### src/rtl/ntcs_pkg.sv
// shared types and constants of the ntc beta temperature smoother
package ntcs_pkg;

    localparam int CFG_IDX_W  = 4;
    localparam int CFG_DATA_W = 16;

    typedef enum logic [CFG_IDX_W-1:0] {
        REG_DIVIDER_RATIO   = 4'd0,
        REG_BETA_VALUE      = 4'd1,
        REG_ADC_LOW_LIMIT   = 4'd2,
        REG_ADC_HIGH_LIMIT  = 4'd3,
        REG_TEMP_LOW_LIMIT  = 4'd4,
        REG_TEMP_HIGH_LIMIT = 4'd5,
        REG_OFFSET_ONE      = 4'd6,
        REG_OFFSET_TWO      = 4'd7
    } cfg_reg_t;

    typedef logic [11:0]        sample_t;
    typedef logic signed [15:0] temp_t;

    localparam int ADC_FULL    = 4095;
    localparam int KELVIN_HUND = 27315;
    localparam int T0_HUND     = 29815;
    localparam int LN2_SCALED  = 52905;
    localparam int RAW_CLIP    = 40000;
    localparam int TEMP_MIN    = -10000;
    localparam int TEMP_MAX    = 20000;
    localparam int LOG_FRAC_W  = 16;
    localparam int RATIO_FRAC  = 12;
    localparam int BETA_Q_W    = 17;
    localparam int BETA_SHIFT  = 24;

endpackage

### src/rtl/ntcs_stream_if.sv
// valid/ready channel interfaces for samples and results
interface ntcs_in_if;
    logic              valid;
    logic              ready;
    ntcs_pkg::sample_t sample_one;
    ntcs_pkg::sample_t sample_two;

    modport source (output valid, output sample_one, output sample_two, input ready);
    modport sink   (input valid, input sample_one, input sample_two, output ready);
endinterface

interface ntcs_out_if;
    logic            valid;
    logic            ready;
    ntcs_pkg::temp_t smooth_one;
    ntcs_pkg::temp_t smooth_two;
    logic            fault_one;
    logic            fault_two;
    logic [15:0]     error_total;

    modport source (output valid, output smooth_one, output smooth_two, output fault_one,
                    output fault_two, output error_total, input ready);
    modport sink   (input valid, input smooth_one, input smooth_two, input fault_one,
                    input fault_two, input error_total, output ready);
endinterface

### src/rtl/ntcs_ram.sv
// generic single write port ram with registered read
module ntcs_ram #(
    parameter int WIDTH = 32,
    parameter int DEPTH = 16,
    localparam int AW = (DEPTH > 1) ? $clog2(DEPTH) : 1
) (
    input  logic             clk,
    input  logic             we,
    input  logic [AW-1:0]    waddr,
    input  logic [WIDTH-1:0] wdata,
    input  logic [AW-1:0]    raddr,
    output logic [WIDTH-1:0] rdata
);

    logic [WIDTH-1:0] mem [DEPTH];
    logic [WIDTH-1:0] rdata_reg;

    always_ff @(posedge clk)
    begin
        if (we)
        begin
            mem[waddr] <= wdata;
        end
        rdata_reg <= mem[raddr];
    end

    assign rdata = rdata_reg;

endmodule

### src/rtl/ntc_beta_temperature_smoother_top.sv
// top level of the two channel ntc beta temperature smoother
// Two NTC channels are oversampled, converted with the Beta equation and smoothed.
// An item that does not close a burst is only added to the sums. The item that closes a
// burst of OVERSAMPLE items starts one shared sequencer: per channel three base-2
// logarithms (a normalize step, then squarings on a 31x31 multiplier for 16 fraction bits),
// a scaling step and a restoring divide for a 17 bit quotient, then a ram read-modify-write
// of the window entry and one restoring divide for a TOT_W = 17 + clog2(WINDOW) bit quotient
// per channel for the windowed mean. The next item is taken once the result sits in the
// output register, which holds it until the sink takes it. The window values live in
// one ram of WINDOW entries holding both channels; no clearing pass is needed since
// an old entry is used only after it has been written.
module ntc_beta_temperature_smoother_top #(
    parameter int OVERSAMPLE = 16,
    parameter int WINDOW     = 10
) (
    input  logic                             clk,
    input  logic                             rst_n,
    ntcs_in_if.sink                          in_ch,
    ntcs_out_if.source                       out_ch,
    input  logic                             cfg_we,
    input  logic [ntcs_pkg::CFG_IDX_W-1:0]   cfg_index,
    input  logic [ntcs_pkg::CFG_DATA_W-1:0]  cfg_data
);

    // widths that follow from the parameters
    localparam int SUM_W  = $clog2(ntcs_pkg::ADC_FULL * OVERSAMPLE + 1);
    localparam int LOG_W  = (SUM_W > 16) ? SUM_W : 16;
    localparam int BC_W   = (OVERSAMPLE > 1) ? $clog2(OVERSAMPLE) : 1;
    localparam int SLOT_W = (WINDOW > 1) ? $clog2(WINDOW) : 1;
    localparam int CNT_W  = $clog2(WINDOW + 1);
    localparam int TOT_W  = 17 + $clog2(WINDOW);
    localparam int LOW_W  = (TOT_W > ntcs_pkg::BETA_Q_W) ? TOT_W : ntcs_pkg::BETA_Q_W;
    localparam int ITER_W = $clog2(LOW_W + 1);

    localparam logic [SUM_W-1:0] OS_SUM   = SUM_W'(OVERSAMPLE);
    localparam logic [SUM_W-1:0] FULL_SUM = SUM_W'(ntcs_pkg::ADC_FULL * OVERSAMPLE);
    localparam logic [BC_W-1:0]  BC_LAST  = BC_W'(OVERSAMPLE - 1);
    localparam logic [SLOT_W-1:0] SLOT_LAST = SLOT_W'(WINDOW - 1);

    typedef enum logic [3:0] {
        S_IDLE, S_SETUP, S_LOG_NORM, S_LOG_SQR, S_LOG_ACC, S_MUL, S_DSUM, S_NCHK,
        S_DIV, S_BFIN, S_RESULT, S_WREAD, S_WUPD, S_WLOAD, S_WFIN, S_OUT
    } state_t;

    typedef enum logic [1:0] {LOG_RATIO, LOG_NUM, LOG_SUM} log_sel_t;

    // configuration registers
    logic [15:0]        ratio_reg;
    logic [13:0]        beta_reg;
    logic [11:0]        adc_lo_reg;
    logic [11:0]        adc_hi_reg;
    logic signed [15:0] t_lo_reg;
    logic signed [15:0] t_hi_reg;
    logic signed [10:0] off1_reg;
    logic signed [10:0] off2_reg;

    // sequencer state
    state_t             state_reg;
    log_sel_t           log_sel_reg;
    logic               ch_reg;
    logic [SUM_W-1:0]   sum1_reg, sum2_reg;
    logic [BC_W-1:0]    bcount_reg;
    logic [SUM_W-1:0]   s1_reg, s2_reg;
    logic [SUM_W-1:0]   cur_s_reg, num_reg;
    logic               sat_reg;
    logic [30:0]        m_reg;
    logic [4:0]         e_reg;
    logic [15:0]        frac_reg;
    logic [3:0]         sq_cnt_reg;
    logic signed [23:0] l2_reg;
    logic signed [40:0] dprod_reg;
    logic [28:0]        nprod_reg;
    logic [40:0]        d_reg;
    logic [40:0]        div_rem_reg;
    logic [LOW_W-1:0]   div_low_reg;
    logic [LOW_W-1:0]   div_q_reg;
    logic [ITER_W-1:0]  div_cnt_reg;
    logic               div_win_reg;
    logic               neg_reg;
    logic signed [16:0] raw_reg;
    ntcs_pkg::temp_t    v1_reg, v2_reg, sm1_reg, sm2_reg;
    logic               f1_reg, f2_reg;
    logic [15:0]        fault_cnt_reg;
    logic signed [TOT_W-1:0] tot1_reg, tot2_reg;
    logic [SLOT_W-1:0]  slot_reg;
    logic               full_reg;

    // output register
    logic               out_valid_reg;
    ntcs_pkg::temp_t    out_sm1_reg, out_sm2_reg;
    logic               out_f1_reg, out_f2_reg;
    logic [15:0]        out_err_reg;

    // window ram
    logic               ram_we;
    logic [31:0]        ram_rdata;

    // configuration writes
    always_ff @(posedge clk or negedge rst_n)
    begin
        if (!rst_n)
        begin
            ratio_reg  <= 16'd4096;
            beta_reg   <= 14'd3950;
            adc_lo_reg <= 12'd10;
            adc_hi_reg <= 12'd4085;
            t_lo_reg   <= -16'sd1000;
            t_hi_reg   <= 16'sd10000;
            off1_reg   <= '0;
            off2_reg   <= '0;
        end
        else if (cfg_we)
        begin
            case (ntcs_pkg::cfg_reg_t'(cfg_index))
                ntcs_pkg::REG_DIVIDER_RATIO:   ratio_reg  <= cfg_data;
                ntcs_pkg::REG_BETA_VALUE:      beta_reg   <= cfg_data[13:0];
                ntcs_pkg::REG_ADC_LOW_LIMIT:   adc_lo_reg <= cfg_data[11:0];
                ntcs_pkg::REG_ADC_HIGH_LIMIT:  adc_hi_reg <= cfg_data[11:0];
                ntcs_pkg::REG_TEMP_LOW_LIMIT:  t_lo_reg   <= cfg_data;
                ntcs_pkg::REG_TEMP_HIGH_LIMIT: t_hi_reg   <= cfg_data;
                ntcs_pkg::REG_OFFSET_ONE:      off1_reg   <= cfg_data[10:0];
                ntcs_pkg::REG_OFFSET_TWO:      off2_reg   <= cfg_data[10:0];
                default: ;
            endcase
        end
    end

    // burst setup for the channel under conversion
    logic [SUM_W-1:0] setup_s, setup_seff, setup_num;
    logic             setup_sat;

    always_comb
    begin
        setup_s    = ch_reg ? s2_reg : s1_reg;
        setup_sat  = (setup_s <= SUM_W'(adc_lo_reg) * OS_SUM)
                  || (setup_s >= SUM_W'(adc_hi_reg) * OS_SUM);
        setup_seff = (setup_s == '0) ? OS_SUM : setup_s;
        setup_num  = (setup_seff >= FULL_SUM) ? '0 : FULL_SUM - setup_seff;
    end

    // log2 operand select and normalization by leading one
    logic [LOG_W-1:0] log_x;
    logic [4:0]       e_calc;
    logic [30:0]      m_init;

    always_comb
    begin
        case (log_sel_reg)
            LOG_RATIO: log_x = LOG_W'(ratio_reg);
            LOG_NUM:   log_x = LOG_W'(num_reg);
            default:   log_x = LOG_W'(cur_s_reg);
        endcase
        e_calc = '0;
        for (int i = 0; i < LOG_W; i++)
        begin
            if (log_x[i])
            begin
                e_calc = 5'(i);
            end
        end
        m_init = 31'(log_x) << (5'd30 - e_calc);
    end

    // one squaring step of the mantissa in q30
    logic [61:0] sq_prod;
    logic [31:0] msq;
    logic signed [23:0] log_val;

    assign sq_prod = m_reg * m_reg;
    assign msq     = sq_prod[61:30];
    assign log_val = $signed({3'b000, e_reg, frac_reg});

    // beta equation denominators and numerator
    logic signed [16:0] ln2_k;
    logic signed [40:0] dprod_calc;
    logic signed [41:0] d_sum;
    logic [53:0]        n_full;
    logic               n_ovf;

    assign ln2_k      = 17'(ntcs_pkg::LN2_SCALED);
    assign dprod_calc = l2_reg * ln2_k;
    assign d_sum      = $signed({4'b0000, beta_reg, 24'd0}) + 42'(dprod_reg);
    assign n_full     = {1'b0, nprod_reg, 24'd0} + 54'(d_reg >> 1);
    assign n_ovf      = {4'b0000, n_full[53:17]} >= d_reg;

    // restoring divider step
    logic [41:0] rem_sh, rem_diff;
    logic        rem_ge;

    assign rem_sh   = {div_rem_reg, div_low_reg[LOW_W-1]};
    assign rem_diff = rem_sh - {1'b0, d_reg};
    assign rem_ge   = rem_sh >= {1'b0, d_reg};

    // temperature from quotient, fault check and offset
    logic signed [18:0] bfin_t;
    logic signed [15:0] clamp_t;
    ntcs_pkg::temp_t    fin_v;
    logic               fin_fault;

    always_comb
    begin
        bfin_t = $signed({2'b00, div_q_reg[ntcs_pkg::BETA_Q_W-1:0]})
               - 19'(ntcs_pkg::KELVIN_HUND);
        fin_fault = sat_reg || (raw_reg < 17'(t_lo_reg)) || (raw_reg > 17'(t_hi_reg));
        if (raw_reg < 17'(ntcs_pkg::TEMP_MIN))
        begin
            clamp_t = 16'(ntcs_pkg::TEMP_MIN);
        end
        else if (raw_reg > 17'(ntcs_pkg::TEMP_MAX))
        begin
            clamp_t = 16'(ntcs_pkg::TEMP_MAX);
        end
        else
        begin
            clamp_t = raw_reg[15:0];
        end
        fin_v = clamp_t + 16'(ch_reg ? off2_reg : off1_reg);
    end

    // window totals and mean divide setup
    logic signed [15:0]      old1, old2;
    logic signed [TOT_W-1:0] tot1_n, tot2_n, win_a;
    logic [TOT_W-1:0]        win_mag, win_dvd;
    logic [CNT_W-1:0]        win_cnt;
    logic [TOT_W-1:0]        win_r, win_res;

    always_comb
    begin
        old1    = ram_rdata[15:0];
        old2    = ram_rdata[31:16];
        tot1_n  = tot1_reg + TOT_W'(v1_reg) - (full_reg ? TOT_W'(old1) : '0);
        tot2_n  = tot2_reg + TOT_W'(v2_reg) - (full_reg ? TOT_W'(old2) : '0);
        win_cnt = full_reg ? CNT_W'(WINDOW) : CNT_W'(slot_reg) + 1'b1;
        win_a   = ch_reg ? tot2_reg : tot1_reg;
        win_mag = win_a[TOT_W-1] ? TOT_W'(-win_a) : TOT_W'(win_a);
        win_dvd = win_mag + TOT_W'(win_cnt >> 1);
        win_r   = div_q_reg[TOT_W-1:0];
        win_res = neg_reg ? -win_r : win_r;
    end

    assign ram_we = (state_reg == S_WUPD);

    ntcs_ram #(
        .WIDTH (32),
        .DEPTH (WINDOW)
    ) u_window_ram (
        .clk   (clk),
        .we    (ram_we),
        .waddr (slot_reg),
        .wdata ({v2_reg, v1_reg}),
        .raddr (slot_reg),
        .rdata (ram_rdata)
    );

    // sequencer and output register
    always_ff @(posedge clk or negedge rst_n)
    begin
        if (!rst_n)
        begin
            state_reg     <= S_IDLE;
            log_sel_reg   <= LOG_RATIO;
            ch_reg        <= 1'b0;
            sum1_reg      <= '0;
            sum2_reg      <= '0;
            bcount_reg    <= '0;
            s1_reg        <= '0;
            s2_reg        <= '0;
            cur_s_reg     <= '0;
            num_reg       <= '0;
            sat_reg       <= 1'b0;
            m_reg         <= '0;
            e_reg         <= '0;
            frac_reg      <= '0;
            sq_cnt_reg    <= '0;
            l2_reg        <= '0;
            dprod_reg     <= '0;
            nprod_reg     <= '0;
            d_reg         <= '0;
            div_rem_reg   <= '0;
            div_low_reg   <= '0;
            div_q_reg     <= '0;
            div_cnt_reg   <= '0;
            div_win_reg   <= 1'b0;
            neg_reg       <= 1'b0;
            raw_reg       <= '0;
            v1_reg        <= '0;
            v2_reg        <= '0;
            sm1_reg       <= '0;
            sm2_reg       <= '0;
            f1_reg        <= 1'b0;
            f2_reg        <= 1'b0;
            fault_cnt_reg <= '0;
            tot1_reg      <= '0;
            tot2_reg      <= '0;
            slot_reg      <= '0;
            full_reg      <= 1'b0;
            out_valid_reg <= 1'b0;
            out_sm1_reg   <= '0;
            out_sm2_reg   <= '0;
            out_f1_reg    <= 1'b0;
            out_f2_reg    <= 1'b0;
            out_err_reg   <= '0;
        end
        else
        begin
            // result transfer frees the output register
            if (out_ch.ready)
            begin
                out_valid_reg <= 1'b0;
            end

            case (state_reg)
                S_IDLE:
                begin
                    if (in_ch.valid)
                    begin
                        if (bcount_reg == BC_LAST)
                        begin
                            s1_reg     <= sum1_reg + SUM_W'(in_ch.sample_one);
                            s2_reg     <= sum2_reg + SUM_W'(in_ch.sample_two);
                            sum1_reg   <= '0;
                            sum2_reg   <= '0;
                            bcount_reg <= '0;
                            ch_reg     <= 1'b0;
                            state_reg  <= S_SETUP;
                        end
                        else
                        begin
                            sum1_reg   <= sum1_reg + SUM_W'(in_ch.sample_one);
                            sum2_reg   <= sum2_reg + SUM_W'(in_ch.sample_two);
                            bcount_reg <= bcount_reg + 1'b1;
                        end
                    end
                end

                S_SETUP:
                begin
                    sat_reg     <= setup_sat;
                    cur_s_reg   <= setup_seff;
                    num_reg     <= setup_num;
                    l2_reg      <= -24'(ntcs_pkg::RATIO_FRAC << ntcs_pkg::LOG_FRAC_W);
                    log_sel_reg <= LOG_RATIO;
                    if (setup_num == '0 || ratio_reg == '0)
                    begin
                        // zero resistance: the reading sits at absolute zero
                        raw_reg   <= -17'(ntcs_pkg::KELVIN_HUND);
                        state_reg <= S_RESULT;
                    end
                    else
                    begin
                        state_reg <= S_LOG_NORM;
                    end
                end

                S_LOG_NORM:
                begin
                    m_reg      <= m_init;
                    e_reg      <= e_calc;
                    frac_reg   <= '0;
                    sq_cnt_reg <= '0;
                    state_reg  <= S_LOG_SQR;
                end

                S_LOG_SQR:
                begin
                    frac_reg   <= {frac_reg[14:0], msq[31]};
                    m_reg      <= msq[31] ? msq[31:1] : msq[30:0];
                    sq_cnt_reg <= sq_cnt_reg + 1'b1;
                    if (sq_cnt_reg == 4'd15)
                    begin
                        state_reg <= S_LOG_ACC;
                    end
                end

                S_LOG_ACC:
                begin
                    case (log_sel_reg)
                        LOG_RATIO:
                        begin
                            l2_reg      <= l2_reg + log_val;
                            log_sel_reg <= LOG_NUM;
                            state_reg   <= S_LOG_NORM;
                        end
                        LOG_NUM:
                        begin
                            l2_reg      <= l2_reg + log_val;
                            log_sel_reg <= LOG_SUM;
                            state_reg   <= S_LOG_NORM;
                        end
                        default:
                        begin
                            l2_reg    <= l2_reg - log_val;
                            state_reg <= S_MUL;
                        end
                    endcase
                end

                S_MUL:
                begin
                    dprod_reg <= dprod_calc;
                    nprod_reg <= beta_reg * 15'(ntcs_pkg::T0_HUND);
                    state_reg <= S_DSUM;
                end

                S_DSUM:
                begin
                    if (d_sum <= 42'sd0)
                    begin
                        // no positive solution of the beta equation
                        raw_reg   <= -17'(ntcs_pkg::RAW_CLIP);
                        state_reg <= S_RESULT;
                    end
                    else
                    begin
                        d_reg     <= d_sum[40:0];
                        state_reg <= S_NCHK;
                    end
                end

                S_NCHK:
                begin
                    if (n_ovf)
                    begin
                        raw_reg   <= 17'(ntcs_pkg::RAW_CLIP);
                        state_reg <= S_RESULT;
                    end
                    else
                    begin
                        div_rem_reg <= {4'b0000, n_full[53:17]};
                        div_low_reg <= LOW_W'(n_full[16:0]) << (LOW_W - ntcs_pkg::BETA_Q_W);
                        div_q_reg   <= '0;
                        div_cnt_reg <= ITER_W'(ntcs_pkg::BETA_Q_W);
                        div_win_reg <= 1'b0;
                        state_reg   <= S_DIV;
                    end
                end

                S_DIV:
                begin
                    div_rem_reg <= rem_ge ? rem_diff[40:0] : rem_sh[40:0];
                    div_low_reg <= div_low_reg << 1;
                    div_q_reg   <= {div_q_reg[LOW_W-2:0], rem_ge};
                    div_cnt_reg <= div_cnt_reg - 1'b1;
                    if (div_cnt_reg == ITER_W'(1))
                    begin
                        state_reg <= div_win_reg ? S_WFIN : S_BFIN;
                    end
                end

                S_BFIN:
                begin
                    if (bfin_t > 19'(ntcs_pkg::RAW_CLIP))
                    begin
                        raw_reg <= 17'(ntcs_pkg::RAW_CLIP);
                    end
                    else
                    begin
                        raw_reg <= bfin_t[16:0];
                    end
                    state_reg <= S_RESULT;
                end

                S_RESULT:
                begin
                    if (fin_fault && fault_cnt_reg != 16'hFFFF)
                    begin
                        fault_cnt_reg <= fault_cnt_reg + 1'b1;
                    end
                    if (ch_reg)
                    begin
                        v2_reg    <= fin_v;
                        f2_reg    <= fin_fault;
                        state_reg <= S_WREAD;
                    end
                    else
                    begin
                        v1_reg    <= fin_v;
                        f1_reg    <= fin_fault;
                        ch_reg    <= 1'b1;
                        state_reg <= S_SETUP;
                    end
                end

                S_WREAD:
                begin
                    // old entry of the slot comes out of the ram next cycle
                    state_reg <= S_WUPD;
                end

                S_WUPD:
                begin
                    tot1_reg  <= tot1_n;
                    tot2_reg  <= tot2_n;
                    ch_reg    <= 1'b0;
                    state_reg <= S_WLOAD;
                end

                S_WLOAD:
                begin
                    neg_reg     <= win_a[TOT_W-1];
                    div_rem_reg <= '0;
                    div_low_reg <= LOW_W'(win_dvd) << (LOW_W - TOT_W);
                    div_q_reg   <= '0;
                    d_reg       <= 41'(win_cnt);
                    div_cnt_reg <= ITER_W'(TOT_W);
                    div_win_reg <= 1'b1;
                    state_reg   <= S_DIV;
                end

                S_WFIN:
                begin
                    if (ch_reg)
                    begin
                        sm2_reg   <= win_res[15:0];
                        state_reg <= S_OUT;
                    end
                    else
                    begin
                        sm1_reg   <= win_res[15:0];
                        ch_reg    <= 1'b1;
                        state_reg <= S_WLOAD;
                    end
                end

                S_OUT:
                begin
                    if (!out_valid_reg || out_ch.ready)
                    begin
                        out_valid_reg <= 1'b1;
                        out_sm1_reg   <= sm1_reg;
                        out_sm2_reg   <= sm2_reg;
                        out_f1_reg    <= f1_reg;
                        out_f2_reg    <= f2_reg;
                        out_err_reg   <= fault_cnt_reg;
                        if (slot_reg == SLOT_LAST)
                        begin
                            slot_reg <= '0;
                            full_reg <= 1'b1;
                        end
                        else
                        begin
                            slot_reg <= slot_reg + 1'b1;
                        end
                        state_reg <= S_IDLE;
                    end
                end

                default:
                begin
                    state_reg <= S_IDLE;
                end
            endcase
        end
    end

    // samples are taken only between bursts
    assign in_ch.ready        = (state_reg == S_IDLE);

    assign out_ch.valid       = out_valid_reg;
    assign out_ch.smooth_one  = out_sm1_reg;
    assign out_ch.smooth_two  = out_sm2_reg;
    assign out_ch.fault_one   = out_f1_reg;
    assign out_ch.fault_two   = out_f2_reg;
    assign out_ch.error_total = out_err_reg;

`ifndef NO_ASSERTIONS
    // write slot always inside the window
    a_slot_range: assert property (@(posedge clk) disable iff (!rst_n)
        slot_reg <= SLOT_LAST)
        else $error("window slot beyond window depth");

    // burst counter never reaches the burst length
    a_burst_range: assert property (@(posedge clk) disable iff (!rst_n)
        bcount_reg <= BC_LAST)
        else $error("burst counter overrun");

    // saturating fault counter never goes down
    a_fault_mono: assert property (@(posedge clk) disable iff (!rst_n)
        1'b1 |=> fault_cnt_reg >= $past(fault_cnt_reg))
        else $error("fault counter decreased");

    // a result appears only from the output step of the sequencer
    a_out_source: assert property (@(posedge clk) disable iff (!rst_n)
        $rose(out_valid_reg) |-> $past(state_reg == S_OUT))
        else $error("result loaded outside output step");
`endif

endmodule

### src/flat_wrapper.sv
// flat-port wrapper written by rule: the top's interface ports become plain ports
module ntc_beta_temperature_smoother_top_flat 
#(
    parameter int OVERSAMPLE = 16,
    parameter int WINDOW     = 10
)
  (clk, rst_n, cfg_we, cfg_index, cfg_data, in_ch_valid, in_ch_sample_one, in_ch_sample_two, in_ch_ready, out_ch_valid, out_ch_smooth_one, out_ch_smooth_two, out_ch_fault_one, out_ch_fault_two, out_ch_error_total, out_ch_ready);
  ntcs_in_if in_ch_i ();
  ntcs_out_if out_ch_i ();
  input  logic clk;
  input  logic rst_n;
  input  logic cfg_we;
  input  logic [ntcs_pkg::CFG_IDX_W-1:0] cfg_index;
  input  logic [ntcs_pkg::CFG_DATA_W-1:0] cfg_data;
  input wire logic [$bits(in_ch_i.valid)-1:0] in_ch_valid;
  input wire logic [$bits(in_ch_i.sample_one)-1:0] in_ch_sample_one;
  input wire logic [$bits(in_ch_i.sample_two)-1:0] in_ch_sample_two;
  output wire logic [$bits(in_ch_i.ready)-1:0] in_ch_ready;
  output wire logic [$bits(out_ch_i.valid)-1:0] out_ch_valid;
  output wire logic [$bits(out_ch_i.smooth_one)-1:0] out_ch_smooth_one;
  output wire logic [$bits(out_ch_i.smooth_two)-1:0] out_ch_smooth_two;
  output wire logic [$bits(out_ch_i.fault_one)-1:0] out_ch_fault_one;
  output wire logic [$bits(out_ch_i.fault_two)-1:0] out_ch_fault_two;
  output wire logic [$bits(out_ch_i.error_total)-1:0] out_ch_error_total;
  input wire logic [$bits(out_ch_i.ready)-1:0] out_ch_ready;
  assign in_ch_i.valid = in_ch_valid;
  assign in_ch_i.sample_one = in_ch_sample_one;
  assign in_ch_i.sample_two = in_ch_sample_two;
  assign in_ch_ready = in_ch_i.ready;
  assign out_ch_valid = out_ch_i.valid;
  assign out_ch_smooth_one = out_ch_i.smooth_one;
  assign out_ch_smooth_two = out_ch_i.smooth_two;
  assign out_ch_fault_one = out_ch_i.fault_one;
  assign out_ch_fault_two = out_ch_i.fault_two;
  assign out_ch_error_total = out_ch_i.error_total;
  assign out_ch_i.ready = out_ch_ready;
  ntc_beta_temperature_smoother_top #(.OVERSAMPLE(OVERSAMPLE), .WINDOW(WINDOW)) u_core (.clk(clk), .rst_n(rst_n), .in_ch(in_ch_i), .out_ch(out_ch_i), .cfg_we(cfg_we), .cfg_index(cfg_index), .cfg_data(cfg_data));
endmodule
### config.mk
export PLATFORM = sky130hd
export DESIGN_NAME = ntc_beta_temperature_smoother_top_flat
export DESIGN_NICKNAME = d
export VERILOG_FILES = /design/src/rtl/ntcs_pkg.sv /design/src/rtl/ntcs_stream_if.sv /design/src/rtl/ntcs_ram.sv /design/src/rtl/ntc_beta_temperature_smoother_top.sv /design/src/flat_wrapper.sv
export SDC_FILE = /design/constraint.sdc
export NUM_CORES = 2
export LEC_CHECK = 0
export ABC_CLOCK_PERIOD_IN_PS = 11000
export BUFFER_PORTS_ARGS = -buffer_cell sky130_fd_sc_hd__buf_2
export CORE_ASPECT_RATIO = 0.6
export CORE_MARGIN = 2
export CORE_UTILIZATION = 66
export CTS_CLUSTER_DIAMETER = 40
export DETAILED_ROUTE_END_ITERATION = 10
export GPL_TIMING_DRIVEN = 0
export HOLD_SLACK_MARGIN = 0.05
export PLACE_DENSITY = 0.87
export SLEW_MARGIN = 25
export SYNTH_ARGS = -nofsm -noshare
export SYNTH_HDL_FRONTEND = slang
export SYNTH_SLANG_ARGS = --single-unit
### constraint.sdc
create_clock -name clk -period 11 [get_ports clk]
set_input_delay 1.1 -clock clk [delete_from_list [all_inputs] [get_ports clk]]
set_output_delay 1.1 -clock clk [all_outputs]
set_load 0.01 [all_outputs]
---- Yosys cells after proc, flatten, opt, wreduce, memory -nomap -nowiden ----
Memories as Yosys holds them, arrays and structs flattened. A register that Yosys moved wholly into a read port is not among the register bits.
Index checks and enable logic that the tools add are counted.
storage, ports and cells
  register bits ........................... 690
  output and inout bits ................... 52
  memories kept ........................... 1
  RAM bits ................................ 320
operators by class
  multiply operators ...................... 3
  equal/unequal tests ..................... 39
  $add $sub $neg .......................... 23
  reduce and logical (&&, ||, !) cells .... 46
  bitwise operators ....................... 1
  $lt $le $gt $ge ......................... 11
  shifts and indexed selects .............. 1
  muxes and demuxes ....................... 79
memory list
  memory                   depth  bits a word  rd ports  clocked after memory_dff  wr ports  RTL line        RTL
  u_core.u_window_ram.mem  10     32           1         1                         1         ntcs_ram.sv:15  logic [WIDTH-1:0] mem [DEPTH];
operators with widths
  operator             count
  $mux 16              9
  $mux 41              3
  $pmux 41 s3          1
  $mux 21              5
  $mux 17              5
  $pmux 41 s2          1
  $mux 4               19
  $pmux 17 s4          1
  $pmux 16 s2          2
  $pmux 4 s16          1
  $pmux 21 s3          1
  $mul 31x31->62       1
  $pmux 31 s2          1
  $add 53x40->54       1
  $pmux 17 s3          1
  $logic_not 16->1     3
  $pmux 24 s2          1
  $eq 4x4->1 const B   11
  $add 21x21->21       2
  $add 39x41->42       1
  $ge 42x41->1         1
  $le 42x1->1 const B  1
  $sub 21x21->21       2
  $ge 37x41->1         1
  59 further kinds     128

---- Depth between registers and ports, before layout ----
  depth after elaboration ................. 20
  depth in mapped cells ................... 34
  depth with buffers taken out ............ 32

---- Hierarchy ----
A second synthesis with hierarchy kept.
unflattened totals
  cells, all modules ...................... 9961
  area total of the unflattened synthesis .. 97045.6 um^2
modules (own cells, without submodules)
  module                             times used  seq. area each (um^2)  area an instance (um^2)  cells each
  ntc_beta_temperature_smoother_top  1           17285.3                83755.3                  9263
  ntcs_ram                           1           10249.8                13290.2                  698

---- Least setup slack after synthesis ----
Ideal clock, no wire load.
  path type ............................... register -> register
  start ................................... register u_core.m_reg[1]
  end ..................................... register u_core.m_reg[27]
  arrival ................................. 7.952 ns
  cell stages (with the launch flop) ...... 30
  required time ........................... 10.868 ns
  path slack .............................. 2.915 ns
  setup time .............................. 0.132 ns
  period minus slack after synthesis ...... 8.085 ns
  buffers on the path ..................... 3
  path through ............................ dfrtp_1 > buf_2 > clkbuf_1 > clkbuf_1 > nand2_1 > fa_1 > inv_1 > fa_1 > fa_1 > fa_1 > fa_1 > fa_1 > fa_1 > inv_1 > fa_1 > inv_1 > ha_1 > nand2_1 > nor3_1 > o2111ai_1 > nor2_1 > inv_1 > o21ai_1 > nand3_2 > o211a_1 > o21ai_4 > xor2_2 > mux2_2 > a21oi_1 > a21oi_1
on the way
  word-level cells in the longest chain between the ends .. 3
RTL lines
  element                 RTL line                                  RTL
  start, declared         ntc_beta_temperature_smoother_top.sv:66   logic [30:0] m_reg;
  start signal, assigned  ntc_beta_temperature_smoother_top.sv:357  m_reg <= m_init;
  start signal, assigned  ntc_beta_temperature_smoother_top.sv:367  m_reg <= msq[31] ? msq[31:1] : msq[30:0];
  $mul 31x31->62          ntc_beta_temperature_smoother_top.sv:169  assign sq_prod = m_reg * m_reg;
  $mux 31                 ntc_beta_temperature_smoother_top.sv:367
  $pmux 31 s2             ntc_beta_temperature_smoother_top.sv:312  case (state_reg)
No other way between the ends.
A chain may end at the register's enable or synchronous reset.

---- Worst setup path in the final report ----
  start ................................... register u_core.m_reg[8]
  end ..................................... register u_core.m_reg[9]
Same word-level chain as after synthesis.

==> key figures <==
GRT
  – Global Route Usage Sum: 47.4%
  – Global-route wire length before repair: 511000 µm
  – Remaining global-route overflow: 0
  – Largest net degree at the start of global routing: 94
  – Vias in the first global route: 77400
  – Initial antenna violation count: 45

Synth
  – Predominant post-synthesis flop cell: dfrtp_1
  – Yosys reg bits: 1041
  – Area contributors post-synth: fa_1 22%, dfrtp_1 17%, ha_1 11%, edfxtp_1 10%, inv_1 7.1%
  – Synth top area share: a little over a fifth
  – Most common cell in the netlist: inv_1
  – Post-Synth Simple-Gate Area: 10.5%
  – Syn. warnings: 0
  – Xor/xnor share of the synthesized area: 3.79%
  – Largest family of logic cells by synthesized area: adder cells
  – Complex-gate fraction of the synthesized area: 10.7%
  – Number of synthesized flops with an enable pin: 320
  – Synth Cell Area: 0.0961 mm²
  – Synth Area in Adders: 32.4%
  – Net Count, Synth: approximately 12000
  – Sequential fraction of the synthesis area: between 20 and 30%
  – Cells after synthesis: 9648
  – Syn avg cell area: 9.96 µm²
  – Mux share of post-synthesis cell area: 5.30%
  – Most common library cells after synthesis: 1817 x inv_1, 1038 x fa_1, 899 x nand2_1, 831 x ha_1, 654 x dfrtp_1
  – Netlist cell types: 113
  – Fraction of registers with async set/reset: 66.2%
  – Yosys top cell by area: fa_1

Worst setup path
  – Critical path type: register to register
  – Critical path fanouts, max: 10
  – WP data required: 11580 ps
  – Crit-path leading delay family: adder cells
  – CP max-delay cell: dfrtp_1
  – Worst Setup End Kind: register
  – CP bufs+invs: 4
  – Max stage delay on crit path: between 900 and 1000 ps
  – R2r setup slk: -190 ps
  – Startpoint types: register
  – Most Frequent Cell on Critical Path: fa_1
  – Crit path DAT: 11770 ps

Status
  – Failing checks: setup timing
  – Status: finished, violations left

CTS
  – CTS Sinks: around 1000
  – CTS tree: done
  – CTS clock-pin slew for the worst setup and hold paths: 70 ps
  – H-tree levels: 3
  – Root Buffer: clkbuf_16
  – Worst-Skew Late Latency: 880 ps
  – Maximum clock path buffer count: 3
  – TritonCTS Buffers: 117
  – Hold_buf cts: 0

Routing
  – Remaining DRCs: 0
  – Post-Route WL: 349000 µm
  – Iteration-0 DRC Markers: 11500
  – WL/cell: slightly below 30 µm
  – Met2 wire length: 124000 µm
  – Uppermost layer routed: met5
  – Wire length on met3: roughly 67000 µm
  – Met1 WL: 142000 µm
  – Via count: around 78000
  – Drt first pass iters: 8
  – Remaining antenna violation count: 0
  – Via density: 6.52

STA
  – Max Fclk: just under 90 MHz
  – Setup violators final: 11
  – Final Hold Vio Count: 0
  – Min Tclk post-route: 11190 ps
  – Setup ws final: -193 ps
  – Final Skew: 116 ps
  – Slew headroom: 12.8%
  – RSZ-0062 raised after global routing: no
  – Slew Viols, Final: 0
  – Final period util: 102%
  – Slew @ Worst Pin: 1310 ps

Place
  – DP Worst Slack: -711 ps
  – Port Buffers: 100
  – Detailed placement HPWL: roughly 280000 µm
  – Placer Congestion: 1.16

Floorplan
  – Ports: roughly 100
  – Initial Utilization: approximately 66%
  – Core area: about 0.14 mm²
  – Die Span Y: 300 µm
  – Row count: around 110
  – DIE AREA: 0.149 mm²
  – Die Wd: around 500 µm

Final layout
  – Layout cells sized above 1: 8.45%
  – Layout area overhead: 8.34%
  – Max reg flops: 320
  – Most flops, register: u_core.u_window_ram.mem
  – # fillers: approximately 10000
  – Total Nets Final: around 12000

Job
  – Max-cap violation count: 0

Hold path
  – Worst Hold Class: input pin to async pin
area by class of cell:
class | instances | area [µm²] | share of cell area [%]
Antenna cell | 45 | 113 | 0.108
Buffer | 344 | 1550 | 1.49
Clock buffer | 151 | 3200 | 3.07
Clock inverter | 73 | 928 | 0.891
Inverter | 1822 | 6860 | 6.59
Multi-Input combinational cell | 6436 | 60400 | 58.0
Sequential cell | 1041 | 27500 | 26.4
Tap cell | 1925 | 2410 | 2.31
Timing Repair Buffer | 138 | 1110 | 1.07
through the flow:
step | cells | cell area, µm² | hold WS (ps) | utilization (%) | setup TNS (ps)
2_1_floorplan | 9648 | 96100 | 433 | - | 0
3_3_place_gp | 11700 | 99000 | 451 | 68.5 | -3972700
3_5_place_dp | 11700 | 99700 | 457 | 68.9 | -9990
4_1_cts | 11900 | 104000 | 101 | 71.8 | 0
5_1_grt | 12000 | 104000 | 134 | 72.0 | 0
6_report | 12000 | 104000 | 121 | 72.0 | -1140
cell families (layout without fill, tap and decap cells):
family | count (synthesis) | after routing
DFF | 1041 | 1041
adders and majority gates | 1869 | 1869
and+or+nand+nor | 2141 | 2141
other | 0 | 45
muxes | 404 | 404
AOI/OAI and AO/OA | 1612 | 1612
xor gates and xnor gates | 410 | 410
buffers and inverters | 2171 | 2528
metal layers:
metal | up-vias | GRT usage, %
li1 | 32200 | -
met1 | 38400 | 69.4
met2 | 6316 | 56.2
met3 | 1011 | 28.1
met4 | 34 | 16.3
met5 | - | 6.19
what timing repair did:
action / 4_1_cts / 5_1_grt
pin swaps: 0 / 0
buffers inserted: 0 / 9
endpoints found under the setup margin: 26 / 30
gates resized for setup: 16 / 60
endpoints found under the hold margin: 0 / 0
path summary, 6_finish.rpt:
| check | startpoint | endpoint | depth (start not counted) |
|---|---|---|---|
| worst max-delay path | u_core.m_reg[8] | u_core.m_reg[9] | 27 |
| worst min-delay path | rst_n | u_core.l2_reg[12] | 1 |
| worst max register to register | u_core.m_reg[8] | u_core.m_reg[9] | 27 |
| worst min register to register | u_core.div_low_reg[18] | u_core.div_low_reg[19] | 2 |
| max in group asynchronous | rst_n | u_core.sum1_reg[5] | 5 |
| min in group clk | u_core.div_low_reg[18] | u_core.div_low_reg[19] | 2 |
layout by cell type, fill, tap and decap left out, drive strengths merged, types with 262 or more instances in the layout:
| cell type | count |
|---|---|
| o21ai | 485 |
| nor2 | 353 |
| a21oi | 397 |
| dfrtp | 654 |
| inv | 1848 |
| ha | 831 |
| and2 | 293 |
| xnor2 | 262 |
| nand2 | 900 |
| edfxtp | 320 |
| fa | 1038 |
| clkbuf | 417 |
Power is left out: the tool's default activity adds up to more than one toggle a clock period on the data nets, which glitch-free logic cannot reach.
